<file path="src/sv/tlb_page_translation_core_defines.svh">
// Assertion macros shared by the translation core RTL.
// Depends on nothing; included by files that carry concurrent assertions.
`ifndef TLB_PAGE_TRANSLATION_CORE_DEFINES_SVH
`define TLB_PAGE_TRANSLATION_CORE_DEFINES_SVH
`ifndef SYNTH
// Antecedent and consequent hold in the same cycle.
`define TLBPT_ASSERT_IMPLIES(label, clk, rst_n, ante, cons) \
  label: assert property (@(posedge clk) disable iff (!rst_n) (ante) |-> (cons)) \
    else $error("tlbpt assertion failed");
// Consequent holds in the cycle after the antecedent.
`define TLBPT_ASSERT_NEXT(label, clk, rst_n, ante, cons) \
  label: assert property (@(posedge clk) disable iff (!rst_n) (ante) |=> (cons)) \
    else $error("tlbpt assertion failed");
`else
`define TLBPT_ASSERT_IMPLIES(label, clk, rst_n, ante, cons)
`define TLBPT_ASSERT_NEXT(label, clk, rst_n, ante, cons)
`endif
`endif

</file>
<file path="src/sv/tlbpt_pkg.sv">
// Package for the TLB page translation core: sizes, widths and the
// controller/datapath command and status structs. No dependencies.
`timescale 1ns / 1ps
package tlbpt_pkg;

  localparam int TLB_ENTRIES = 16;
  localparam int FRAME_COUNT = 256;
  localparam int PAGE_BYTES  = 256;

  localparam int ADDR_W  = 16;
  localparam int OFFS_W  = $clog2(PAGE_BYTES);
  localparam int PAGE_W  = ADDR_W - OFFS_W;
  localparam int FRAME_W = 8;
  localparam int TLB_IW  = (TLB_ENTRIES > 1) ? $clog2(TLB_ENTRIES) : 1;
  localparam int TLB_CW  = $clog2(TLB_ENTRIES + 1);
  localparam int FT_AW   = $clog2(FRAME_COUNT);
  localparam int FT_CW   = FT_AW + 1;

  typedef struct packed {
    logic load;
    logic tlb_step;
    logic tlb_hit;
    logic ft_step;
    logic ft_found;
    logic ft_fault;
    logic out_load;
  } tlbpt_cmd_t;

  typedef struct packed {
    logic tlb_end;
    logic tlb_match;
    logic ft_match;
    logic ft_last;
    logic out_busy;
  } tlbpt_sts_t;

endpackage

</file>
<file path="src/sv/tlbpt_ctrl.sv">
// Sequencing state machine of the translation core.
// Depends on tlbpt_pkg; drives the datapath through tlbpt_cmd_t.
`timescale 1ns / 1ps
module tlbpt_ctrl (
  input  logic                clk_i,
  input  logic                rst_ni,
  input  logic                in_valid_i,
  output logic                in_ready_o,
  input  tlbpt_pkg::tlbpt_sts_t sts_i,
  output tlbpt_pkg::tlbpt_cmd_t cmd_o
);
  import tlbpt_pkg::*;

  typedef enum logic [3:0] {
    S_IDLE = 4'b0001,
    S_TLB  = 4'b0010,
    S_FT   = 4'b0100,
    S_DONE = 4'b1000
  } state_e;

  state_e state_q, state_d;

  always_comb begin
    state_d = state_q;
    cmd_o   = '0;
    case (state_q)
      S_IDLE: begin
        if (in_valid_i) begin
          cmd_o.load = 1'b1;
          state_d    = S_TLB;
        end
      end
      S_TLB: begin
        if (sts_i.tlb_end) begin
          state_d = S_FT;
        end else if (sts_i.tlb_match) begin
          cmd_o.tlb_hit = 1'b1;
          state_d       = S_DONE;
        end else begin
          cmd_o.tlb_step = 1'b1;
        end
      end
      S_FT: begin
        cmd_o.ft_step = 1'b1;
        if (sts_i.ft_match) begin
          cmd_o.ft_found = 1'b1;
          state_d        = S_DONE;
        end else if (sts_i.ft_last) begin
          cmd_o.ft_fault = 1'b1;
          state_d        = S_DONE;
        end
      end
      S_DONE: begin
        if (!sts_i.out_busy) begin
          cmd_o.out_load = 1'b1;
          state_d        = S_IDLE;
        end
      end
      default: begin
        state_d = S_IDLE;
      end
    endcase
  end

  always_ff @(posedge clk_i or negedge rst_ni) begin
    if (!rst_ni) begin
      state_q <= S_IDLE;
    end else begin
      state_q <= state_d;
    end
  end

  assign in_ready_o = (state_q == S_IDLE);

endmodule

</file>
<file path="src/sv/tlbpt_dp.sv">
// Datapath of the translation core: TLB registers, frame table memory,
// scan counters, result and output registers. Depends on tlbpt_pkg.
`timescale 1ns / 1ps
module tlbpt_dp (
  input  logic                      clk_i,
  input  logic                      rst_ni,
  input  tlbpt_pkg::tlbpt_cmd_t     cmd_i,
  output tlbpt_pkg::tlbpt_sts_t     sts_o,
  input  logic [tlbpt_pkg::ADDR_W-1:0]  logical_address_i,
  output logic                      out_valid_o,
  input  logic                      out_ready_i,
  output logic [tlbpt_pkg::ADDR_W-1:0]  physical_address_o,
  output logic [tlbpt_pkg::FRAME_W-1:0] frame_number_o,
  output logic                      tlb_hit_o,
  output logic                      page_fault_o
);
  import tlbpt_pkg::*;

  localparam logic [FT_CW-1:0] FtEnd  = FT_CW'(FRAME_COUNT);
  localparam logic [FT_AW-1:0] FtLast = FT_AW'(FRAME_COUNT - 1);
  localparam logic [TLB_CW-1:0] TlbFull = TLB_CW'(TLB_ENTRIES);

  logic [ADDR_W-1:0]  addr_q;
  logic [PAGE_W-1:0]  page;

  logic [PAGE_W-1:0]  tlb_page_q  [TLB_ENTRIES];
  logic [FRAME_W-1:0] tlb_frame_q [TLB_ENTRIES];
  logic [TLB_CW-1:0]  tlb_used_q;
  logic [TLB_CW-1:0]  tidx_q;
  logic [TLB_IW-1:0]  tsel;

  logic [PAGE_W-1:0]  ft_page_mem [FRAME_COUNT];
  logic [FRAME_COUNT-1:0] ft_valid_q;
  logic [FT_AW-1:0]   next_free_q;
  logic [FT_CW-1:0]   ft_cnt_q;
  logic               rd_en;
  logic               rd_pend_q;
  logic [PAGE_W-1:0]  rd_page_q;
  logic               rd_valid_q;
  logic [FT_AW-1:0]   rd_idx_q;

  logic               ins;
  logic               rm;
  logic [TLB_CW-1:0]  rm_pos;
  logic [TLB_CW-1:0]  wr_idx;
  logic [FRAME_W-1:0] new_frame;

  logic [FRAME_W-1:0] res_frame_q;
  logic               res_hit_q;
  logic               res_fault_q;

  logic               out_valid_q;
  logic [ADDR_W-1:0]  out_paddr_q;
  logic [FRAME_W-1:0] out_frame_q;
  logic               out_hit_q;
  logic               out_fault_q;

  assign page = addr_q[ADDR_W-1:OFFS_W];
  assign tsel = tidx_q[TLB_IW-1:0];

  // Status toward the controller.
  assign sts_o.tlb_end   = (tidx_q == tlb_used_q);
  assign sts_o.tlb_match = (tidx_q != tlb_used_q) && (tlb_page_q[tsel] == page);
  assign sts_o.ft_match  = rd_pend_q && rd_valid_q && (rd_page_q == page);
  assign sts_o.ft_last   = rd_pend_q && (rd_idx_q == FtLast);
  assign sts_o.out_busy  = out_valid_q && !out_ready_i;

  assign rd_en = cmd_i.ft_step && (ft_cnt_q < FtEnd);

  always_ff @(posedge clk_i) begin
    if (cmd_i.load) begin
      addr_q <= logical_address_i;
    end
  end

  // Scan counters.
  always_ff @(posedge clk_i or negedge rst_ni) begin
    if (!rst_ni) begin
      tidx_q    <= '0;
      ft_cnt_q  <= '0;
      rd_pend_q <= 1'b0;
    end else if (cmd_i.load) begin
      tidx_q    <= '0;
      ft_cnt_q  <= '0;
      rd_pend_q <= 1'b0;
    end else begin
      if (cmd_i.tlb_step) begin
        tidx_q <= tidx_q + 1'b1;
      end
      if (rd_en) begin
        ft_cnt_q <= ft_cnt_q + 1'b1;
      end
      rd_pend_q <= rd_en;
    end
  end

  // Frame table: one registered read port, one write port for faults.
  always_ff @(posedge clk_i) begin
    if (rd_en) begin
      rd_page_q  <= ft_page_mem[ft_cnt_q[FT_AW-1:0]];
      rd_valid_q <= ft_valid_q[ft_cnt_q[FT_AW-1:0]];
      rd_idx_q   <= ft_cnt_q[FT_AW-1:0];
    end
    if (cmd_i.ft_fault) begin
      ft_page_mem[next_free_q] <= page;
    end
  end

  always_ff @(posedge clk_i or negedge rst_ni) begin
    if (!rst_ni) begin
      ft_valid_q  <= '0;
      next_free_q <= '0;
    end else if (cmd_i.ft_fault) begin
      ft_valid_q[next_free_q] <= 1'b1;
      next_free_q <= (next_free_q == FtLast) ? '0 : next_free_q + 1'b1;
    end
  end

  // TLB insert: a hit removes its own entry, a full TLB drops the oldest,
  // then the mapping lands at the most-recent end.
  assign ins    = cmd_i.tlb_hit || cmd_i.ft_found || cmd_i.ft_fault;
  assign rm     = cmd_i.tlb_hit || (tlb_used_q == TlbFull);
  assign rm_pos = cmd_i.tlb_hit ? tidx_q : '0;
  assign wr_idx = rm ? tlb_used_q - 1'b1 : tlb_used_q;

  always_comb begin
    if (cmd_i.tlb_hit) begin
      new_frame = tlb_frame_q[tsel];
    end else if (cmd_i.ft_found) begin
      new_frame = FRAME_W'(rd_idx_q);
    end else begin
      new_frame = FRAME_W'(next_free_q);
    end
  end

  for (genvar g = 0; g < TLB_ENTRIES; g++) begin : g_tlb
    always_ff @(posedge clk_i) begin
      if (ins) begin
        if (TLB_CW'(g) == wr_idx) begin
          tlb_page_q[g]  <= page;
          tlb_frame_q[g] <= new_frame;
        end else if (rm && (TLB_CW'(g) >= rm_pos) && (TLB_CW'(g) < wr_idx)) begin
          tlb_page_q[g]  <= tlb_page_q[(g + 1) % TLB_ENTRIES];
          tlb_frame_q[g] <= tlb_frame_q[(g + 1) % TLB_ENTRIES];
        end
      end
    end
  end

  always_ff @(posedge clk_i or negedge rst_ni) begin
    if (!rst_ni) begin
      tlb_used_q <= '0;
    end else if (ins && !rm) begin
      tlb_used_q <= tlb_used_q + 1'b1;
    end
  end

  // Result of the current transaction.
  always_ff @(posedge clk_i) begin
    if (ins) begin
      res_frame_q <= new_frame;
      res_hit_q   <= cmd_i.tlb_hit;
      res_fault_q <= cmd_i.ft_fault;
    end
  end

  // Output register.
  always_ff @(posedge clk_i or negedge rst_ni) begin
    if (!rst_ni) begin
      out_valid_q <= 1'b0;
    end else if (cmd_i.out_load) begin
      out_valid_q <= 1'b1;
    end else if (out_ready_i) begin
      out_valid_q <= 1'b0;
    end
  end

  always_ff @(posedge clk_i) begin
    if (cmd_i.out_load) begin
      out_paddr_q <= {res_frame_q, addr_q[OFFS_W-1:0]};
      out_frame_q <= res_frame_q;
      out_hit_q   <= res_hit_q;
      out_fault_q <= res_fault_q;
    end
  end

  assign out_valid_o        = out_valid_q;
  assign physical_address_o = out_paddr_q;
  assign frame_number_o     = out_frame_q;
  assign tlb_hit_o          = out_hit_q;
  assign page_fault_o       = out_fault_q;

endmodule

</file>
<file path="src/sv/tlb_page_translation_core.sv">
// Top level of the TLB page translation core.
// Depends on tlbpt_pkg, tlbpt_ctrl, tlbpt_dp and the assertion macro header.
//
// Usage: one input channel (in_valid_i/in_ready_o, logical_address_i) and one
// output channel (out_valid_o/out_ready_i with physical_address_o,
// frame_number_o, tlb_hit_o and page_fault_o). Each input transaction yields
// exactly one output transaction, in order.
// The block works on one address at a time. After acceptance it walks the
// filled TLB entries, at most 16, one per cycle. A hit finishes right there. On a miss it
// streams the 256-entry frame table through its registered read port, one
// entry per cycle, stopping at the first valid match or taking a page fault
// after the last entry. The result then moves into the output register.
// The time from acceptance to out_valid_o grows with the TLB position of a
// hit and, on a frame table hit, with the TLB fill and the frame index; a
// page fault with a full TLB walks every TLB entry and every frame.
// The next address is accepted in the cycle after the result is loaded, even
// while that result still waits on out_ready_i. A stalled receiver only holds
// the following result back in its final state.
// Reset empties the TLB, marks every frame unmapped and restarts the
// round-robin frame pointer at zero; no clearing pass is needed.
`timescale 1ns / 1ps
`include "tlb_page_translation_core_defines.svh"
module tlb_page_translation_core (
  input  logic                          clk_i,
  input  logic                          rst_ni,
  input  logic                          in_valid_i,
  output logic                          in_ready_o,
  input  logic [tlbpt_pkg::ADDR_W-1:0]  logical_address_i,
  output logic                          out_valid_o,
  input  logic                          out_ready_i,
  output logic [tlbpt_pkg::ADDR_W-1:0]  physical_address_o,
  output logic [tlbpt_pkg::FRAME_W-1:0] frame_number_o,
  output logic                          tlb_hit_o,
  output logic                          page_fault_o
);
  import tlbpt_pkg::*;

  tlbpt_cmd_t cmd;
  tlbpt_sts_t sts;

  // The controller sequences the TLB walk, frame table scan and output load.
  tlbpt_ctrl u_ctrl (
    .clk_i      (clk_i),
    .rst_ni     (rst_ni),
    .in_valid_i (in_valid_i),
    .in_ready_o (in_ready_o),
    .sts_i      (sts),
    .cmd_o      (cmd)
  );

  // The datapath holds all translation state and the output register.
  tlbpt_dp u_dp (
    .clk_i              (clk_i),
    .rst_ni             (rst_ni),
    .cmd_i              (cmd),
    .sts_o              (sts),
    .logical_address_i  (logical_address_i),
    .out_valid_o        (out_valid_o),
    .out_ready_i        (out_ready_i),
    .physical_address_o (physical_address_o),
    .frame_number_o     (frame_number_o),
    .tlb_hit_o          (tlb_hit_o),
    .page_fault_o       (page_fault_o)
  );

  // A transaction is worked on alone, so the input closes right after it.
  `TLBPT_ASSERT_NEXT(a_busy_after_accept, clk_i, rst_ni, in_valid_i && in_ready_o, !in_ready_o)
  // No two outcomes are signalled in the same cycle.
  `TLBPT_ASSERT_IMPLIES(a_one_outcome, clk_i, rst_ni, 1'b1,
                        $onehot0({cmd.tlb_hit, cmd.ft_found, cmd.ft_fault}))
  // A TLB hit is never taken past the filled entries.
  `TLBPT_ASSERT_IMPLIES(a_hit_in_range, clk_i, rst_ni, cmd.tlb_hit, !sts.tlb_end)
  // A fault only follows a scan that reached the last frame.
  `TLBPT_ASSERT_IMPLIES(a_fault_after_scan, clk_i, rst_ni, cmd.ft_fault, sts.ft_last)
  // The output register is never overwritten while its result is stalled.
  `TLBPT_ASSERT_IMPLIES(a_no_overwrite, clk_i, rst_ni, cmd.out_load,
                        !(out_valid_o && !out_ready_i))

endmodule

</file>
<file path="config.mk">
export PLATFORM = sky130hd
export DESIGN_NAME = tlb_page_translation_core
export DESIGN_NICKNAME = d
export VERILOG_FILES = /design/src/sv/tlbpt_pkg.sv /design/src/sv/tlbpt_ctrl.sv /design/src/sv/tlbpt_dp.sv /design/src/sv/tlb_page_translation_core.sv
export VERILOG_INCLUDE_DIRS = /design/src /design/src/sv
export SDC_FILE = /design/constraint.sdc
export NUM_CORES = 2
export LEC_CHECK = 0
export ABC_AREA = 1
export BUFFER_PORTS_ARGS = -buffer_cell sky130_fd_sc_hd__buf_2
export CORE_MARGIN = 5
export CORE_UTILIZATION = 40
export DETAILED_ROUTE_END_ITERATION = 6
export PLACE_DENSITY_LB_ADDON = 0.05
export SKIP_LAST_GASP = 1
export SYNTH_ARGS = -nofsm -noshare
export SYNTH_HDL_FRONTEND = slang
export SYNTH_SLANG_ARGS = --single-unit
</file>
<file path="constraint.sdc">
create_clock -name clk_i -period 7 [get_ports clk_i]
set_input_delay 1.4 -clock clk_i [delete_from_list [all_inputs] [get_ports clk_i]]
set_output_delay 1.4 -clock clk_i [all_outputs]
set_load 0.05 [all_outputs]
</file>
==> summary.txt <==
Floorplan
  • Die Width: approximately 530 um
  • Core box area: 273,000 sq um
  • Die H: about 530 um
  • Starting Density: between 40% and 50%
  • Io pins: 48
  • Die area: roughly 280,000 sq um
  • Row count: 192

Global route
  • Grt total ovfl: 0
  • Vias in the first global route: 70,800
  • Total track usage: between 20% and 30%
  • Initial antenna violation count: 10
  • Largest net degree at the start of global routing: about 190
  • Grt peak-use layer: met2
  • Met3 GRT Util: between 3 and 4%
  • Grt met1 use: a little over a third
  • Met2 global-route usage: 39.4%
  • First-pass GRT wire length: around 520,000 um

Clocking
  • Clock-pin slew on the worst setup and hold paths: approximately 0.060 ns
  • Worst-skew pair later-pin latency: about 0.9 ns
  • CTS sink cnt: roughly 2,700
  • Setup bufs post-CTS: 0
  • # hold bufs at CTS: 0
  • CTS Root Cell: clkbuf_16
  • Longest Clk Path Bufs: 4
  • TritonCTS buffer count: 295
  • H-tree depth: 5
  • Post-CTS sizing: 0
  • CTS tree: built

Worst setup path
  • Critical path capture point: u_dp.tlb_frame_q[3][0]$_DFFE_PP_
  • Worst setup path startpoint: u_dp.tidx_q[0]$_DFFE_PN0P_
  • Worst reg-to-reg path cell count: 23
  • Crit end category: register
  • Total stage count of the critical path: 23
  • CP max stage delay: between 0.6 and 0.7 ns
  • Bufs and invs on worst path: 7
  • Cell family with most CP delay: simple AND/OR/NAND/NOR gates
  • Reg2reg end: u_dp.tlb_frame_q[3][0]$_DFFE_PP_
  • Worst path cell trace: inv_4, buf_4, nand2_1, nand3_1, nand2_1, nand2_1, nand2_1, inv_1, nand2_1, nand2_1, nand2_1, inv_1, nand2_1, nor2_2, nand3_2, nand2_2, inv_2, nor2_8, nand2_1, inv_2, nand2_1, o21ai_1, buf_4
  • CP max stage cell: inv_4
  • Crit path top cell by count: nand2_1
  • Critical path launch point type: register
  • Worst EP arrival: roughly 6.2 ns
  • Worst reg2reg setup slack: around 1.4 ns
  • Critical path required time: between 7 and 8 ns
  • Reg2reg start: u_dp.tidx_q[0]$_DFFE_PN0P_
  • Maximum fanout along the worst path: 79
  • Critical path class: reg -> reg

Synthesis
  • Library cells used by synthesis: between 50 and 60
  • Number of synthesized flops with an enable pin: roughly 2,400
  • Register bit total from synthesis: about 2,700
  • Yosys warns: 0
  • Register area share after synthesis: between 70% and 80%
  • Syn Area/Cell: between 10 and 15 sq um
  • Syn Inst Count: slightly above 9,000
  • Total nets after synthesis: ~9,300
  • Ys async rst share: a little over a tenth
  • Main synth FF type: edfxtp_1
  • Post-Syn Area: 109,000 sq um

Place
  • DP HPWL: ~210,000 um
  • Placer Congestion: approximately 0.90
  • Buffers on Ports: between 40 and 50
  • Placed cells: between 10,000 and 15,000

Timing
  • Hold Vio Cnt, Final: 0
  • F_max: 0.179 GHz
  • Slew margin rel.: around 16%
  • Final setup violation count: 0
  • Hold Slack: between 0.4 and 0.5 ns
  • Least-Margin Pin Slew: 1.26 ns
  • Post-layout min period: about 5.6 ns
  • Final TNS setup: 0 ns
  • Final slew viol count: 0
  • Clk_skew: roughly 0.048 ns
  • Post-route clock period utilization: 79.7%
  • RSZ-0062 raised after global routing: no

Routing
  • Wire per inst: between 20 and 30 um
  • Iter 0 DRT Violations: ~7,500
  • Residual DRC count: 0
  • Post-DR vias/cell: about 5.7
  • Post-Route WL: approximately 360,000 um
  • DR pass1 iterations: 6
  • Vias: ~74,000
  • DRT antenna net count: 0

Flow run
  • Max cap viols: 0

Status
  • Status: completed

Layout
  • Final net count: 9,161
  • Filler-free cell count of the finished design: 13,000
  • Area grow syn2layout: 12.4%
  • Layout cell share with drive strength beyond 1: a little under a tenth
  • Final Util: between 40% and 50%

Pwr
  • VDD IR max: 0.288 mV
  • Pwr Density: 336 nW/um^2
  • Leak pwr: roughly 0.043 uW
  • Tot Pwr: about 41,000 uW

Hold path
  • Hold path depth: 0
  • Hold path start: u_dp.res_fault_q$_DFFE_PP_
  • Worst hold path class: reg -> reg
-- how the worst min path moves through the flow --
stage / end / slack (ns)
after floorplan: u_dp.frame_number_o[0]$_DFFE_PP_ / 0.40
after global placement: u_dp.physical_address_o[5]$_DFFE_PP_ / 0.40
after detailed placement: u_dp.physical_address_o[2]$_DFFE_PP_ / 0.41
after CTS: u_dp.page_fault_o$_DFFE_PP_ / 0.42
after global routing: u_dp.page_fault_o$_DFFE_PP_ / 0.42
final: u_dp.page_fault_o$_DFFE_PP_ / 0.42
-- layer usage --
layer | part of all wire, % | up-vias | wire length [um]
li1 | - | 33300 | -
met2 | 47 | 2462 | 169000
met3 | 5.8 | 541 | 20900
met1 | 45 | 37900 | 162000
met4 | 2.9 | 6 | 10400
met5 | 0.010 | - | 38
-- placed cells by master, fill, tap and decap left out, types with 21 or more instances in the layout --
cell and instances:
clkbuf_1 76, clkinv_1 59, nand4_1 57, o221ai_1 202
inv_1 394, a31oi_1 21, nand3_1 444, buf_4 176
o21ai_0 1464, buf_2 46, edfxtp_1 2365, nor2_1 1354
o21ai_1 105, buf_12 29, nand2_1 875, clkbuf_16 311
o22ai_1 323, or2_2 136, a21oi_1 294, clkinv_2 49
o211ai_1 65, dfrtp_1 281
-- registers in the layout, indices dropped and copies added (netlist names), 9 cells and up --
signal	flops
u_dp.ft_page_mem	2048
u_dp.ft_valid_q	256
u_dp.tlb_frame_q	128
u_dp.tlb_page_q	128
u_dp.addr_q	16
u_dp.ft_cnt_q	9
-- power breakdown --
part	switching (uW)	internal, uW
Combinational	5490	1450
Sequential	143	18800
Clock	6450	9000
Total	12100	29300
-- Yosys cell counts (all sizes together) (136+ instances only) --
library cell / number / share of area [%]
a21oi: 296 / 1.4
buf: 158 / 0.72
clkbuf: 518 / 1.8
dfrtp: 288 / 6.6
edfxtp: 2365 / 65
inv: 421 / 1.4
nand2: 892 / 3.1
nand3: 452 / 2.1
nor2: 1373 / 4.8
o21ai: 1575 / 7.2
o221ai: 202 / 1.6
o22ai: 323 / 1.8
or2: 136 / 0.78
-- final cells by class --
| class | instances | area, sq um |
|---|---|---|
| Fill cell | 24900 | 150000 |
| Sequential cell | 2654 | 78300 |
| Multi-Input combinational cell | 5503 | 27000 |
| Clock buffer | 405 | 8320 |
| Tap cell | 3589 | 4490 |
| Timing Repair Buffer | 252 | 2150 |
| Inverter | 427 | 1630 |
| Clock inverter | 136 | 1190 |
| Antenna cell | 3 | 7.51 |
-- logic make-up (layout without fill, tap and decap cells) --
group	Yosys count	count (layout)	share of synthesized area, %
XOR/XNOR	19	19	0.152
buffers and inverters	1103	1220	3.97
adder cells (fa/ha/maj)	8	8	0.0915
AO/OA/AOI/OAI	2538	2538	13.1
AND/OR/NAND/NOR	2938	2938	11.2
other	0	3	0
flip-flops	2654	2654	71.5
-- per-stage QoR --
| stage | instance area (sq um) | worst slack, ns |
|---|---|---|
| after floorplan | 109000 | 0.00787 |
| after global placement | 114000 | 1.54 |
| after detailed placement | 114000 | 1.49 |
| after CTS | 123000 | 1.45 |
| after global routing | 123000 | 0.948 |
| final | 123000 | 1.42 |
(Power assumes the default switching activity.)
